`src/sv/sst_pkg.sv`:
```
// ---------------------------------------------------------------------------
// sst_pkg - shared types and constants for the script tokenizer
// Word layouts, lexer modes, token kinds, error codes and char helpers.
// ---------------------------------------------------------------------------
package sst_pkg;

  localparam int MaxSlots = 8;

  typedef enum logic [3:0] {
    M_IDLE, M_SLASH, M_HASH, M_BLOCK, M_BLOCK_STAR, M_STR, M_STR_ESC,
    M_TAG, M_NUM, M_IDENT, M_TEXT, M_SWALLOW
  } mode_t;

  typedef enum logic [2:0] {
    TX_HDR, TX_START, TX_DOT, TX_DOTCR, TX_MID, TX_CR
  } tx_t;

  localparam logic [1:0] EV_CHAR = 2'd0;
  localparam logic [1:0] EV_DONE = 2'd1;
  localparam logic [1:0] EV_ERR  = 2'd2;

  localparam logic [3:0] K_END   = 4'd0;
  localparam logic [3:0] K_IDENT = 4'd1;
  localparam logic [3:0] K_TAG   = 4'd2;
  localparam logic [3:0] K_NUM   = 4'd3;
  localparam logic [3:0] K_STR   = 4'd4;
  localparam logic [3:0] K_LBRK  = 4'd5;
  localparam logic [3:0] K_RBRK  = 4'd6;
  localparam logic [3:0] K_LPAR  = 4'd7;
  localparam logic [3:0] K_RPAR  = 4'd8;
  localparam logic [3:0] K_LBRC  = 4'd9;
  localparam logic [3:0] K_RBRC  = 4'd10;
  localparam logic [3:0] K_COMMA = 4'd11;
  localparam logic [3:0] K_SEMI  = 4'd12;

  localparam logic [2:0] E_NONE    = 3'd0;
  localparam logic [2:0] E_COLON   = 3'd1;
  localparam logic [2:0] E_BYTE    = 3'd2;
  localparam logic [2:0] E_STRING  = 3'd3;
  localparam logic [2:0] E_TEXT    = 3'd4;

  localparam logic [62:0] NUM_MAX = {63{1'b1}};

  typedef struct packed {
    logic [7:0] in_byte;
    logic       in_last;
  } in_t;

  typedef struct packed {
    logic [1:0]  event_res;
    logic [3:0]  token_kind;
    logic [7:0]  char_out;
    logic [62:0] number_value;
    logic [15:0] line_number;
    logic [2:0]  error_code;
    logic        last_result;
  } out_t;

  // one result, less the number and the last mark
  typedef struct packed {
    logic [1:0]  ev;
    logic [3:0]  kind;
    logic [7:0]  ch;
    logic [15:0] line;
    logic [2:0]  err;
  } slot_t;

  // all results caused by one input byte
  typedef struct packed {
    logic [3:0]              cnt;
    logic [62:0]             num;
    slot_t [MaxSlots-1:0]    slots;
  } rec_t;

  function automatic slot_t mk_slot(logic [1:0] ev, logic [3:0] kind, logic [7:0] ch,
                                    logic [15:0] line, logic [2:0] err);
    slot_t s;
    s.ev = ev;
    s.kind = kind;
    s.ch = ch;
    s.line = line;
    s.err = err;
    return s;
  endfunction

  function automatic logic is_space(logic [7:0] c);
    return (c == 8'h20) || (c >= 8'd9 && c <= 8'd13);
  endfunction

  function automatic logic is_digit(logic [7:0] c);
    return c >= 8'h30 && c <= 8'h39;
  endfunction

  function automatic logic is_alpha(logic [7:0] c);
    return (c >= 8'h61 && c <= 8'h7a) || (c >= 8'h41 && c <= 8'h5a);
  endfunction

  function automatic logic [7:0] to_lower(logic [7:0] c);
    return (c >= 8'h41 && c <= 8'h5a) ? c + 8'd32 : c;
  endfunction

  function automatic logic [3:0] bracket_kind(logic [7:0] c);
    logic [3:0] k;
    case (c)
      8'h5b: k = K_LBRK;
      8'h5d: k = K_RBRK;
      8'h28: k = K_LPAR;
      8'h29: k = K_RPAR;
      8'h7b: k = K_LBRC;
      8'h7d: k = K_RBRC;
      8'h2c: k = K_COMMA;
      8'h3b: k = K_SEMI;
      default: k = K_END;
    endcase
    return k;
  endfunction

endpackage

```
`src/sv/sst_front.sv`:
```
// ---------------------------------------------------------------------------
// sst_front - lexer front end
// Classifies one byte per cycle while take is high and packs all its results into one record.
// ---------------------------------------------------------------------------
module sst_front #(
  parameter int LINE_BITS = 16
) (
  input  logic           clk,
  input  logic           rst,
  input  logic           take,
  input  sst_pkg::in_t   in_data,
  output logic           push,
  output sst_pkg::rec_t  rec
);

  localparam logic [LINE_BITS-1:0] LineMax = {LINE_BITS{1'b1}};

  sst_pkg::mode_t        mode, mode_next;
  logic [LINE_BITS-1:0]  line_count, line_count_next;
  logic [LINE_BITS-1:0]  token_line, token_line_next;
  logic [62:0]           number_accum, number_accum_next;
  logic [7:0]            ident_hold [4];
  logic [7:0]            ident_hold_next [4];
  logic [2:0]            hold_count, hold_count_next;
  sst_pkg::tx_t          pending, pending_next;

  function automatic logic [15:0] clamp(logic [LINE_BITS-1:0] v);
    logic [31:0] w;
    w = 32'(v);
    return (w > 32'h0000_FFFF) ? 16'hFFFF : w[15:0];
  endfunction

  function automatic logic [LINE_BITS-1:0] inc(logic [LINE_BITS-1:0] v);
    return (v == LineMax) ? v : v + 1'b1;
  endfunction

  always_ff @(posedge clk) begin
    if (rst) begin
      mode <= sst_pkg::M_IDLE;
      line_count <= LINE_BITS'(1);
      token_line <= LINE_BITS'(1);
      number_accum <= '0;
      hold_count <= '0;
      pending <= sst_pkg::TX_HDR;
    end else if (take) begin
      mode <= mode_next;
      line_count <= line_count_next;
      token_line <= token_line_next;
      number_accum <= number_accum_next;
      hold_count <= hold_count_next;
      pending <= pending_next;
    end
  end

  always_ff @(posedge clk) begin
    if (take) begin
      ident_hold <= ident_hold_next;
    end
  end

  always_comb begin
    logic [7:0]        c;
    logic [7:0]        lc8;
    logic              redo;
    logic              ended;
    logic [3:0]        n;
    logic [3:0]        bk;
    logic [66:0]       prod;
    logic [92:0]       sh;
    logic [62:0]       rnum;
    sst_pkg::slot_t [sst_pkg::MaxSlots-1:0] sl;

    c = in_data.in_byte;
    lc8 = sst_pkg::to_lower(c);
    redo = 1'b0;
    ended = 1'b1;
    n = '0;
    rnum = '0;
    sl = '0;
    prod = '0;
    sh = '0;
    bk = '0;
    mode_next = mode;
    line_count_next = line_count;
    token_line_next = token_line;
    number_accum_next = number_accum;
    ident_hold_next = ident_hold;
    hold_count_next = hold_count;
    pending_next = pending;

    case (mode)
      sst_pkg::M_IDLE: begin
        redo = 1'b1;
      end
      sst_pkg::M_SLASH: begin
        if (c == 8'h2a) begin
          mode_next = sst_pkg::M_BLOCK;
        end else begin
          sl[n[2:0]] = sst_pkg::mk_slot(sst_pkg::EV_ERR, sst_pkg::K_END, 8'd0,
                                        clamp(token_line_next), sst_pkg::E_BYTE);
          n = n + 4'd1;
          mode_next = sst_pkg::M_SWALLOW;
        end
      end
      sst_pkg::M_HASH: begin
        if (c == 8'h0a) begin
          line_count_next = inc(line_count_next);
          mode_next = sst_pkg::M_IDLE;
        end
      end
      sst_pkg::M_BLOCK: begin
        if (c == 8'h2a) begin
          mode_next = sst_pkg::M_BLOCK_STAR;
        end else if (c == 8'h0a) begin
          line_count_next = inc(line_count_next);
        end
      end
      sst_pkg::M_BLOCK_STAR: begin
        if (c == 8'h2f) begin
          mode_next = sst_pkg::M_IDLE;
        end else if (c == 8'h0a) begin
          line_count_next = inc(line_count_next);
          mode_next = sst_pkg::M_BLOCK;
        end else if (c != 8'h2a) begin
          mode_next = sst_pkg::M_BLOCK;
        end
      end
      sst_pkg::M_STR: begin
        if (c == 8'h22) begin
          sl[n[2:0]] = sst_pkg::mk_slot(sst_pkg::EV_DONE, sst_pkg::K_STR, 8'd0,
                                        clamp(token_line_next), sst_pkg::E_NONE);
          n = n + 4'd1;
          mode_next = sst_pkg::M_IDLE;
        end else if (c == 8'h5c) begin
          mode_next = sst_pkg::M_STR_ESC;
        end else begin
          if (c == 8'h0a) begin
            line_count_next = inc(line_count_next);
          end
          sl[n[2:0]] = sst_pkg::mk_slot(sst_pkg::EV_CHAR, sst_pkg::K_STR, c,
                                        clamp(token_line_next), sst_pkg::E_NONE);
          n = n + 4'd1;
        end
      end
      sst_pkg::M_STR_ESC: begin
        if (c == 8'h0a) begin
          line_count_next = inc(line_count_next);
        end
        sl[n[2:0]] = sst_pkg::mk_slot(sst_pkg::EV_CHAR, sst_pkg::K_STR, c,
                                      clamp(token_line_next), sst_pkg::E_NONE);
        n = n + 4'd1;
        mode_next = sst_pkg::M_STR;
      end
      sst_pkg::M_TAG: begin
        if (sst_pkg::is_alpha(c) || sst_pkg::is_digit(c) || c == 8'h5f || c == 8'h2e
            || c == 8'h2d) begin
          sl[n[2:0]] = sst_pkg::mk_slot(sst_pkg::EV_CHAR, sst_pkg::K_TAG, lc8,
                                        clamp(token_line_next), sst_pkg::E_NONE);
          n = n + 4'd1;
          hold_count_next = 3'd1;
        end else if (hold_count == 3'd0) begin
          sl[n[2:0]] = sst_pkg::mk_slot(sst_pkg::EV_ERR, sst_pkg::K_END, 8'd0,
                                        clamp(token_line_next), sst_pkg::E_COLON);
          n = n + 4'd1;
          mode_next = sst_pkg::M_SWALLOW;
        end else begin
          sl[n[2:0]] = sst_pkg::mk_slot(sst_pkg::EV_DONE, sst_pkg::K_TAG, 8'd0,
                                        clamp(token_line_next), sst_pkg::E_NONE);
          n = n + 4'd1;
          mode_next = sst_pkg::M_IDLE;
          redo = 1'b1;
        end
      end
      sst_pkg::M_NUM: begin
        if (sst_pkg::is_digit(c)) begin
          // times ten as two shifts, plus the digit; saturate past the top
          prod = {1'b0, number_accum, 3'b000} + {3'b000, number_accum, 1'b0}
               + {63'd0, c[3:0]};
          number_accum_next = (prod[66:63] != 4'd0) ? sst_pkg::NUM_MAX : prod[62:0];
        end else begin
          if (lc8 == 8'h6b) begin
            sh = {30'd0, number_accum} << 10;
          end else if (lc8 == 8'h6d) begin
            sh = {30'd0, number_accum} << 20;
          end else if (lc8 == 8'h67) begin
            sh = {30'd0, number_accum} << 30;
          end
          if (lc8 == 8'h6b || lc8 == 8'h6d || lc8 == 8'h67) begin
            number_accum_next = (sh[92:63] != 30'd0) ? sst_pkg::NUM_MAX : sh[62:0];
          end else begin
            redo = 1'b1;
          end
          rnum = number_accum_next;
          sl[n[2:0]] = sst_pkg::mk_slot(sst_pkg::EV_DONE, sst_pkg::K_NUM, 8'd0,
                                        clamp(token_line_next), sst_pkg::E_NONE);
          n = n + 4'd1;
          mode_next = sst_pkg::M_IDLE;
        end
      end
      sst_pkg::M_IDENT: begin
        if (sst_pkg::is_alpha(c) || sst_pkg::is_digit(c) || c == 8'h5f) begin
          if (hold_count < 3'd4) begin
            ident_hold_next[hold_count[1:0]] = lc8;
            hold_count_next = hold_count + 3'd1;
          end else begin
            if (hold_count == 3'd4) begin
              for (int i = 0; i < 4; i++) begin
                sl[i] = sst_pkg::mk_slot(sst_pkg::EV_CHAR, sst_pkg::K_IDENT, ident_hold[i],
                                         clamp(token_line_next), sst_pkg::E_NONE);
              end
              n = 4'd4;
            end
            hold_count_next = 3'd5;
            sl[n[2:0]] = sst_pkg::mk_slot(sst_pkg::EV_CHAR, sst_pkg::K_IDENT, lc8,
                                          clamp(token_line_next), sst_pkg::E_NONE);
            n = n + 4'd1;
          end
        end else if (c == 8'h3a && hold_count == 3'd4 && ident_hold[0] == 8'h74
                     && ident_hold[1] == 8'h65 && ident_hold[2] == 8'h78
                     && ident_hold[3] == 8'h74) begin
          mode_next = sst_pkg::M_TEXT;
          pending_next = sst_pkg::TX_HDR;
        end else begin
          for (int i = 0; i < 4; i++) begin
            if (3'(i) < hold_count && hold_count <= 3'd4) begin
              sl[n[2:0]] = sst_pkg::mk_slot(sst_pkg::EV_CHAR, sst_pkg::K_IDENT,
                                            ident_hold[i], clamp(token_line_next),
                                            sst_pkg::E_NONE);
              n = n + 4'd1;
            end
          end
          hold_count_next = 3'd5;
          sl[n[2:0]] = sst_pkg::mk_slot(sst_pkg::EV_DONE, sst_pkg::K_IDENT, 8'd0,
                                        clamp(token_line_next), sst_pkg::E_NONE);
          n = n + 4'd1;
          mode_next = sst_pkg::M_IDLE;
          redo = 1'b1;
        end
      end
      sst_pkg::M_TEXT: begin
        case (pending)
          sst_pkg::TX_HDR: begin
            if (c == 8'h0a) begin
              line_count_next = inc(line_count_next);
              pending_next = sst_pkg::TX_START;
            end
          end
          sst_pkg::TX_START: begin
            if (c == 8'h0a) begin
              sl[n[2:0]] = sst_pkg::mk_slot(sst_pkg::EV_CHAR, sst_pkg::K_STR, 8'h0d,
                                            clamp(token_line_next), sst_pkg::E_NONE);
              n = n + 4'd1;
              sl[n[2:0]] = sst_pkg::mk_slot(sst_pkg::EV_CHAR, sst_pkg::K_STR, 8'h0a,
                                            clamp(token_line_next), sst_pkg::E_NONE);
              n = n + 4'd1;
              line_count_next = inc(line_count_next);
            end else if (c == 8'h2e) begin
              pending_next = sst_pkg::TX_DOT;
            end else if (c == 8'h0d) begin
              pending_next = sst_pkg::TX_CR;
            end else begin
              sl[n[2:0]] = sst_pkg::mk_slot(sst_pkg::EV_CHAR, sst_pkg::K_STR, c,
                                            clamp(token_line_next), sst_pkg::E_NONE);
              n = n + 4'd1;
              pending_next = sst_pkg::TX_MID;
            end
          end
          sst_pkg::TX_DOT, sst_pkg::TX_DOTCR: begin
            if (c == 8'h0a) begin
              sl[n[2:0]] = sst_pkg::mk_slot(sst_pkg::EV_DONE, sst_pkg::K_STR, 8'd0,
                                            clamp(token_line_next), sst_pkg::E_NONE);
              n = n + 4'd1;
              line_count_next = inc(line_count_next);
              mode_next = sst_pkg::M_IDLE;
            end else if (c == 8'h0d && pending == sst_pkg::TX_DOT) begin
              pending_next = sst_pkg::TX_DOTCR;
            end else if (c == 8'h2e && pending == sst_pkg::TX_DOT) begin
              // undo dot-stuffing
              sl[n[2:0]] = sst_pkg::mk_slot(sst_pkg::EV_CHAR, sst_pkg::K_STR, 8'h2e,
                                            clamp(token_line_next), sst_pkg::E_NONE);
              n = n + 4'd1;
              pending_next = sst_pkg::TX_MID;
            end else begin
              sl[n[2:0]] = sst_pkg::mk_slot(sst_pkg::EV_CHAR, sst_pkg::K_STR, 8'h2e,
                                            clamp(token_line_next), sst_pkg::E_NONE);
              n = n + 4'd1;
              if (pending == sst_pkg::TX_DOTCR) begin
                sl[n[2:0]] = sst_pkg::mk_slot(sst_pkg::EV_CHAR, sst_pkg::K_STR, 8'h0d,
                                              clamp(token_line_next), sst_pkg::E_NONE);
                n = n + 4'd1;
              end
              if (c == 8'h0d) begin
                pending_next = sst_pkg::TX_CR;
              end else begin
                sl[n[2:0]] = sst_pkg::mk_slot(sst_pkg::EV_CHAR, sst_pkg::K_STR, c,
                                              clamp(token_line_next), sst_pkg::E_NONE);
                n = n + 4'd1;
                pending_next = sst_pkg::TX_MID;
              end
            end
          end
          sst_pkg::TX_MID, sst_pkg::TX_CR: begin
            if (c == 8'h0a) begin
              sl[n[2:0]] = sst_pkg::mk_slot(sst_pkg::EV_CHAR, sst_pkg::K_STR, 8'h0d,
                                            clamp(token_line_next), sst_pkg::E_NONE);
              n = n + 4'd1;
              sl[n[2:0]] = sst_pkg::mk_slot(sst_pkg::EV_CHAR, sst_pkg::K_STR, 8'h0a,
                                            clamp(token_line_next), sst_pkg::E_NONE);
              n = n + 4'd1;
              line_count_next = inc(line_count_next);
              pending_next = sst_pkg::TX_START;
            end else if (c == 8'h0d) begin
              if (pending == sst_pkg::TX_CR) begin
                sl[n[2:0]] = sst_pkg::mk_slot(sst_pkg::EV_CHAR, sst_pkg::K_STR, 8'h0d,
                                              clamp(token_line_next), sst_pkg::E_NONE);
                n = n + 4'd1;
              end
              pending_next = sst_pkg::TX_CR;
            end else begin
              if (pending == sst_pkg::TX_CR) begin
                sl[n[2:0]] = sst_pkg::mk_slot(sst_pkg::EV_CHAR, sst_pkg::K_STR, 8'h0d,
                                              clamp(token_line_next), sst_pkg::E_NONE);
                n = n + 4'd1;
              end
              sl[n[2:0]] = sst_pkg::mk_slot(sst_pkg::EV_CHAR, sst_pkg::K_STR, c,
                                            clamp(token_line_next), sst_pkg::E_NONE);
              n = n + 4'd1;
              pending_next = sst_pkg::TX_MID;
            end
          end
          default: begin
            pending_next = pending;
          end
        endcase
      end
      default: begin
        mode_next = mode;
      end
    endcase

    // lex the byte from idle, either fresh or after it closed a token
    if (redo) begin
      bk = sst_pkg::bracket_kind(c);
      if (bk != sst_pkg::K_END) begin
        sl[n[2:0]] = sst_pkg::mk_slot(sst_pkg::EV_DONE, bk, 8'd0,
                                      clamp(line_count_next), sst_pkg::E_NONE);
        n = n + 4'd1;
      end else if (c == 8'h0a) begin
        line_count_next = inc(line_count_next);
      end else if (sst_pkg::is_space(c)) begin
        mode_next = sst_pkg::M_IDLE;
      end else if (c == 8'h23) begin
        mode_next = sst_pkg::M_HASH;
      end else begin
        token_line_next = line_count_next;
        if (c == 8'h2f) begin
          mode_next = sst_pkg::M_SLASH;
        end else if (c == 8'h22) begin
          mode_next = sst_pkg::M_STR;
        end else if (c == 8'h3a) begin
          mode_next = sst_pkg::M_TAG;
          hold_count_next = 3'd0;
        end else if (sst_pkg::is_digit(c)) begin
          number_accum_next = {59'd0, c[3:0]};
          mode_next = sst_pkg::M_NUM;
        end else if (sst_pkg::is_alpha(c) || c == 8'h5f) begin
          ident_hold_next[0] = lc8;
          hold_count_next = 3'd1;
          mode_next = sst_pkg::M_IDENT;
        end else begin
          sl[n[2:0]] = sst_pkg::mk_slot(sst_pkg::EV_ERR, sst_pkg::K_END, 8'd0,
                                        clamp(line_count_next), sst_pkg::E_BYTE);
          n = n + 4'd1;
          mode_next = sst_pkg::M_SWALLOW;
        end
      end
    end

    // close the script on its final byte
    if (in_data.in_last) begin
      case (mode_next)
        sst_pkg::M_SLASH: begin
          sl[n[2:0]] = sst_pkg::mk_slot(sst_pkg::EV_ERR, sst_pkg::K_END, 8'd0,
                                        clamp(token_line_next), sst_pkg::E_BYTE);
          n = n + 4'd1;
          ended = 1'b0;
        end
        sst_pkg::M_STR, sst_pkg::M_STR_ESC: begin
          if (mode_next == sst_pkg::M_STR_ESC) begin
            sl[n[2:0]] = sst_pkg::mk_slot(sst_pkg::EV_CHAR, sst_pkg::K_STR, 8'h5c,
                                          clamp(token_line_next), sst_pkg::E_NONE);
            n = n + 4'd1;
          end
          sl[n[2:0]] = sst_pkg::mk_slot(sst_pkg::EV_ERR, sst_pkg::K_END, 8'd0,
                                        clamp(token_line_next), sst_pkg::E_STRING);
          n = n + 4'd1;
          ended = 1'b0;
        end
        sst_pkg::M_TAG: begin
          if (hold_count_next == 3'd0) begin
            sl[n[2:0]] = sst_pkg::mk_slot(sst_pkg::EV_ERR, sst_pkg::K_END, 8'd0,
                                          clamp(token_line_next), sst_pkg::E_COLON);
            ended = 1'b0;
          end else begin
            sl[n[2:0]] = sst_pkg::mk_slot(sst_pkg::EV_DONE, sst_pkg::K_TAG, 8'd0,
                                          clamp(token_line_next), sst_pkg::E_NONE);
          end
          n = n + 4'd1;
        end
        sst_pkg::M_NUM: begin
          rnum = number_accum_next;
          sl[n[2:0]] = sst_pkg::mk_slot(sst_pkg::EV_DONE, sst_pkg::K_NUM, 8'd0,
                                        clamp(token_line_next), sst_pkg::E_NONE);
          n = n + 4'd1;
        end
        sst_pkg::M_IDENT: begin
          for (int i = 0; i < 4; i++) begin
            if (3'(i) < hold_count_next && hold_count_next <= 3'd4) begin
              sl[n[2:0]] = sst_pkg::mk_slot(sst_pkg::EV_CHAR, sst_pkg::K_IDENT,
                                            ident_hold_next[i], clamp(token_line_next),
                                            sst_pkg::E_NONE);
              n = n + 4'd1;
            end
          end
          sl[n[2:0]] = sst_pkg::mk_slot(sst_pkg::EV_DONE, sst_pkg::K_IDENT, 8'd0,
                                        clamp(token_line_next), sst_pkg::E_NONE);
          n = n + 4'd1;
        end
        sst_pkg::M_TEXT: begin
          if (pending_next != sst_pkg::TX_DOT && pending_next != sst_pkg::TX_DOTCR) begin
            sl[n[2:0]] = sst_pkg::mk_slot(sst_pkg::EV_ERR, sst_pkg::K_END, 8'd0,
                                          clamp(token_line_next), sst_pkg::E_TEXT);
            ended = 1'b0;
          end else begin
            sl[n[2:0]] = sst_pkg::mk_slot(sst_pkg::EV_DONE, sst_pkg::K_STR, 8'd0,
                                          clamp(token_line_next), sst_pkg::E_NONE);
            line_count_next = inc(line_count_next);
          end
          n = n + 4'd1;
        end
        sst_pkg::M_SWALLOW: begin
          ended = 1'b0;
        end
        default: begin
          ended = 1'b1;
        end
      endcase
      if (ended) begin
        sl[n[2:0]] = sst_pkg::mk_slot(sst_pkg::EV_DONE, sst_pkg::K_END, 8'd0,
                                      clamp(line_count_next), sst_pkg::E_NONE);
        n = n + 4'd1;
      end
      // back to reset for the next script
      mode_next = sst_pkg::M_IDLE;
      line_count_next = LINE_BITS'(1);
      token_line_next = LINE_BITS'(1);
      number_accum_next = '0;
      hold_count_next = '0;
      pending_next = sst_pkg::TX_HDR;
    end

    rec.cnt = n;
    rec.num = rnum;
    rec.slots = sl;
    push = take && (n != 4'd0);
  end

endmodule

```
`src/sv/sst_queue.sv`:
```
// ---------------------------------------------------------------------------
// sst_queue - two-entry record queue
// Decouples the lexer front end from the result serializer.
// ---------------------------------------------------------------------------
module sst_queue (
  input  logic           clk,
  input  logic           rst,
  input  logic           push,
  input  sst_pkg::rec_t  push_rec,
  output logic           full,
  input  logic           pop,
  output logic           avail,
  output sst_pkg::rec_t  pop_rec
);

  sst_pkg::rec_t mem [2];
  logic          wr_ptr;
  logic          rd_ptr;
  logic [1:0]    count;

  always_ff @(posedge clk) begin
    if (rst) begin
      wr_ptr <= 1'b0;
      rd_ptr <= 1'b0;
      count <= 2'd0;
    end else begin
      if (push) begin
        wr_ptr <= ~wr_ptr;
      end
      if (pop) begin
        rd_ptr <= ~rd_ptr;
      end
      count <= count + {1'b0, push} - {1'b0, pop};
    end
  end

  always_ff @(posedge clk) begin
    if (push) begin
      mem[wr_ptr] <= push_rec;
    end
  end

  assign full = count == 2'd2;
  assign avail = count != 2'd0;
  assign pop_rec = mem[rd_ptr];

endmodule

```
`src/sv/sst_back.sv`:
```
// ---------------------------------------------------------------------------
// sst_back - result serializer
// Holds one record and sends its results one word per cycle while out_stall is low.
// ---------------------------------------------------------------------------
module sst_back (
  input  logic           clk,
  input  logic           rst,
  input  logic           avail,
  input  sst_pkg::rec_t  pop_rec,
  output logic           pop,
  output logic           out_valid,
  input  logic           out_stall,
  output sst_pkg::out_t  out_data
);

  sst_pkg::rec_t  cur;
  logic           cur_valid;
  logic [2:0]     idx;
  logic           at_end;
  sst_pkg::slot_t s;

  assign s = cur.slots[idx];
  assign at_end = ({1'b0, idx} + 4'd1) == cur.cnt;
  // load the next record when empty or when the last word of this one goes
  assign pop = avail && (!cur_valid || (!out_stall && at_end));

  always_ff @(posedge clk) begin
    if (rst) begin
      cur_valid <= 1'b0;
      idx <= '0;
    end else if (pop) begin
      cur_valid <= 1'b1;
      idx <= '0;
    end else if (cur_valid && !out_stall) begin
      if (at_end) begin
        cur_valid <= 1'b0;
        idx <= '0;
      end else begin
        idx <= idx + 3'd1;
      end
    end
  end

  always_ff @(posedge clk) begin
    if (pop) begin
      cur <= pop_rec;
    end
  end

  always_comb begin
    out_valid = cur_valid;
    out_data.event_res = s.ev;
    out_data.token_kind = s.kind;
    out_data.char_out = s.ch;
    out_data.number_value = (s.ev == sst_pkg::EV_DONE && s.kind == sst_pkg::K_NUM)
                          ? cur.num : 63'd0;
    out_data.line_number = s.line;
    out_data.error_code = s.err;
    out_data.last_result = at_end;
  end

endmodule

```
`src/sv/sieve_script_tokenizer.sv`:
```
// ---------------------------------------------------------------------------
// sieve_script_tokenizer - streaming filter-script lexer
// Turns script bytes into content characters, token completions and errors.
// ---------------------------------------------------------------------------
//   channel | direction | handshake           | word
//   in      | input     | in_valid/in_stall   | in_t: script byte, last mark
//   out     | output    | out_valid/out_stall | out_t: one lexer result
//
// A byte is lexed in the cycle it is taken; all results it causes (up to
// eight) land in a two-entry record queue, and the serializer sends one
// result per cycle while out_stall is low. Bytes with at most one result
// sustain one per cycle; a larger burst goes out one result at a time.
// Reset (rst, synchronous) returns to line one between tokens.
// in_stall rises only when the record queue is full; out_stall holds the
// current result and backs up into the queue.
// ---------------------------------------------------------------------------
module sieve_script_tokenizer #(
  parameter int LINE_BITS = 16
) (
  input  logic           clk,
  input  logic           rst,
  input  logic           in_valid,
  output logic           in_stall,
  input  sst_pkg::in_t   in_data,
  output logic           out_valid,
  input  logic           out_stall,
  output sst_pkg::out_t  out_data
);

  logic          take;
  logic          push;
  logic          full;
  logic          pop;
  logic          avail;
  sst_pkg::rec_t push_rec;
  sst_pkg::rec_t pop_rec;

  // take a byte whenever the queue has room for its record
  assign in_stall = full;
  assign take = in_valid && !full;

  sst_front #(
    .LINE_BITS(LINE_BITS)
  ) u_front (
    .clk     (clk),
    .rst     (rst),
    .take    (take),
    .in_data (in_data),
    .push    (push),
    .rec     (push_rec)
  );

  sst_queue u_queue (
    .clk      (clk),
    .rst      (rst),
    .push     (push),
    .push_rec (push_rec),
    .full     (full),
    .pop      (pop),
    .avail    (avail),
    .pop_rec  (pop_rec)
  );

  sst_back u_back (
    .clk       (clk),
    .rst       (rst),
    .avail     (avail),
    .pop_rec   (pop_rec),
    .pop       (pop),
    .out_valid (out_valid),
    .out_stall (out_stall),
    .out_data  (out_data)
  );

endmodule

```
`config.mk`:
```
export PLATFORM = sky130hd
export DESIGN_NAME = sieve_script_tokenizer
export DESIGN_NICKNAME = d
export VERILOG_FILES = /design/src/sv/sst_pkg.sv /design/src/sv/sst_front.sv /design/src/sv/sst_queue.sv /design/src/sv/sst_back.sv /design/src/sv/sieve_script_tokenizer.sv
export SDC_FILE = /design/constraint.sdc
export NUM_CORES = 2
export LEC_CHECK = 0
export ABC_CLOCK_PERIOD_IN_PS = 49100
export BUFFER_PORTS_ARGS = -buffer_cell sky130_fd_sc_hd__buf_2
export CAP_MARGIN = 5
export CELL_PAD_IN_SITES_DETAIL_PLACEMENT = 1
export CELL_PAD_IN_SITES_GLOBAL_PLACEMENT = 1
export CORE_AREA = 3 3 479 481
export DETAILED_ROUTE_END_ITERATION = 8
export DIE_AREA = 0 0 482 484
export HOLD_SLACK_MARGIN = 0.02
export PLACE_DENSITY = 0.63
export SKIP_CTS_REPAIR_TIMING = 1
export SLEW_MARGIN = 0
export SYNTH_ARGS = -nofsm -noshare
export SYNTH_HDL_FRONTEND = slang
export SYNTH_HIERARCHICAL = 1
export SYNTH_SLANG_ARGS = --single-unit
```
`constraint.sdc`:
```
create_clock -name clk -period 49.1 [get_ports clk]
set_input_delay 2.455 -clock clk [delete_from_list [all_inputs] [get_ports clk]]
set_output_delay 2.455 -clock clk [all_outputs]
set_load 0.05 [all_outputs]
```
==> flow_summary_export.csv <==
group,metric,value,unit
critical_path,startpoint_type,"input pin",
cells_and_area,layout_commonest_cell,"edfxtp_1",
detailed_routing,first_iter_violations,7073,
clocking,cts_buffers,133,
cells_and_area,utilization,0.348,
timing,period_needed,15.46,ns
cells_and_area,syn_to_final_growth,12.1,%
synthesis,synthArstFlopShare,0,
synthesis,synth_top_family_by_area,"compound AO/OA/AOI/OAI gates",
worst_hold_path,hold_path_class,"reg -> reg",
global_routing,grt_overflow,0,
timing,setup_tns,0,ns
synthesis,synth.mux.area_fraction,0.109,
pwr,vdd_ir_drop_max,0.0407,mV
timing,slew_viol_final,1,
die,start_util,0.310,
synthesis,synth-main-ff-cell,"edfxtp_1",
timing,rsz0062_at_grt,"no",
placed_design,place_inst,9449,
cells_and_area,nets,6766,
clocking,clk_latency,0.82,ns
critical_path,cp_common_cell,"ha_1",
global_routing,grt_pass1_wl,454000,µm
timing,max_freq,64.7,MHz
pwr,p_per_area,52.2,nW/µm²
critical_path,critical_path.max_fanout,58,
synthesis,synth_compound_area_frac,0.207,
synthesis,seq_area_frac_synth,0.473,
cells_and_area,finish.instance_area,78300,µm²
critical_path,critPathKind,"in -> reg",
die,die_h,484,µm
critical_path,max_stage_delay,0.80,ns
critical_path,crit_slowest_cell,"and4b_1",
synthesis,syn_area,69900,µm²
cells_and_area,drive_gt1_frac,0.169,
timing,setup_viol,0,
clocking,path_clk_slew,0.06,ns
synthesis,syn_avg_cell_area,10.6,µm²
global_routing,grt_antenna_before_repair,23,
die,die_area,233000,µm²
die,row_count,174,
timing,hold_viol_final,0,
die,die_w,482,µm
global_routing,grt_pass1_vias,60100,
clocking,cts_tree,"yes",
placed_design,placed_area,73900,µm²
clocking,root_buffer,"clkbuf_16",
timing,fin_skew,0.0516,ns
die,core_area,225000,µm²
die,io-pin-count,112,
timing,period_share,0.315,
synthesis,synth_enable_flop_cells,1025,
detailed_routing,dr.pass1.iters,8,
pwr,power.leakage,27.4,nW
detailed_routing,wl,321000,µm
cells_and_area,final_cell_mix,"1,025 x edfxtp_1, 582 x nor2_1, 538 x nand2_1",
synthesis,synthAdderAreaFrac,0.0291,
timing,max_slew.worst_pin.slew,1.50,ns
critical_path,cp-end-kind,"register",
synthesis,synth_xor_area_frac,0.0148,
detailed_routing,via_per_inst,6.20,
run,max-cap-violations,1,
global_routing,grt_start_max_net_pins,80,
synthesis,synth_top_area_frac,0.440,
status,status,"finished, violations left",
detailed_routing,drc,0,
detailed_routing,vias,60200,
clocking,clockBufferDepth,3,
critical_path,cp_data_required_time,49.53,ns
synthesis,synthCells,6595,
clocking,h-tree-depth,4,
status,violations,"capacitance limit, slew limit",
detailed_routing,drtAntennaViolNets,0,
placed_design,hpwlAfterDp,235000,µm
detailed_routing,wl_per_cell,33.1,µm
timing,slew_headroom,-0.00819,
synthesis,synth_seq_cells,1139,
clocking,cts.sinks,1139,
critical_path,worst-path-buf-inv,9,
placed_design,io_buffers,111,
critical_path,cp.arrival,15.89,ns
synthesis,synth_cell_types,130,
critical_path,crit_family,"buffers and inverters",
synthesis,synth_top_area_cell,"edfxtp_1",
placed_design,routabilityCongestion,1.02,
cells_and_area,fin_cells,9699,
synthesis,synth-simple-area-share,0.127,
synthesis,ys_warn_count,6,
global_routing,globalRouteTotalUtil,0.267,
synthesis,synth_area_leaders,"edfxtp_1 44%, mux2_4 6.2%, a21oi_1 3.8%",
tightest hold or removal path, delay by kind of cell (launching register included):
kind	cells	cell delay, ns
flops	1	0.32
xor+xnor	1	0.08
simple gates	1	0.08
power by group:
part           switching [mW]  internal (mW)
sequential             0.0985           1.46
clock                   0.428          0.577
combinational            1.04          0.490
total                    1.57           2.52
routing by layer:
| metal | vias to the layer above | wire, µm | part of all wire | track usage |
|---|---|---|---|---|
| li1 | 25600 | - | - | - |
| met2 | 3123 | 140000 | 0.44 | 0.401 |
| met5 | - | 85 | 0.00026 | 0 |
| met1 | 30600 | 136000 | 0.42 | 0.364 |
| met4 | 12 | 15900 | 0.050 | 0.118 |
| met3 | 744 | 29000 | 0.090 | 0.0626 |
state kept, by name, indices dropped and copies added, names as in the netlist, named ones only:
name,count
u_back/out_valid,1
u_queue/rd_ptr,1
u_front/number_accum,63
u_back/idx,3
u_front/mode,4
u_front/hold_count,3
u_back/cur,331
u_queue/wr_ptr,1
u_front/ident_hold,32
u_queue/count,2
u_front/pending,3
u_front/token_line,16
u_front/line_count,16
u_queue/mem,662
logic make-up after synthesis:
kind of cell	count (synthesis)
XOR/XNOR	114
multiplexers	519
buffers and inverters	576
adder cells (fa/ha/maj)	161
other	1
AO/OA/AOI/OAI	2196
flip-flops	1139
AND/OR/NAND/NOR	1889
path summary, 6_finish.rpt:
check | slack [ns] | startpoint | cells past startpoint | to
setup / recovery | 33.64 | in_data[4] | 35 | u_queue/mem[0][142]$_DFFE_PP_
hold / removal | 0.51 | u_queue/rd_ptr$_SDFFE_PP0P_ | 2 | register
setup reg to reg | 34.36 | u_front/hold_count[2]$_SDFFE_PP0P_ | 35 | u_queue/mem[0][142]$_DFFE_PP_
hold reg to reg | 0.51 | u_queue/rd_ptr$_SDFFE_PP0P_ | 2 | register
layout make-up:
cell class	count	area (µm²)
diodes	10	25.0
clock buffers	171	3580
clock inverters	69	840
fillers	25000	147000
inverters	93	350
multi-input cells	4883	34400
flip-flops and latches	1139	33100
well taps	2992	3740
repair buffers	342	2300
cells in the mapped netlist (all sizes together), types with 66 or more instances:
cell type / instances
dfxtp: 114
buf: 157
ha: 158
nand3: 190
inv: 87
edfxtp: 1025
nor2: 599
mux4: 66
mux2: 375
a21o: 70
a21oi: 538
o22ai: 171
nor3: 107
nand2: 542
mux2i: 78
a221oi: 72
and3: 104
a31oi: 86
a22oi: 143
o21ai: 473
a211oi: 104
o221ai: 75
xnor2: 69
clkbuf: 326
o211ai: 70
through the flow:
stage | total power [mW] | hold WS, ns | setup slack [ns]
finish | 4.09 | 0.514 | 33.64
global route | 4.24 | 0.540 | 32.84
CTS | 4.10 | 0.517 | 33.95
detailed placement | 3.07 | 0.503 | 33.12
global placement | 3.03 | 0.490 | 33.19
floorplan | 2.62 | 0.475 | 23.89
Note: power is estimated with default switching activity, not from simulation.
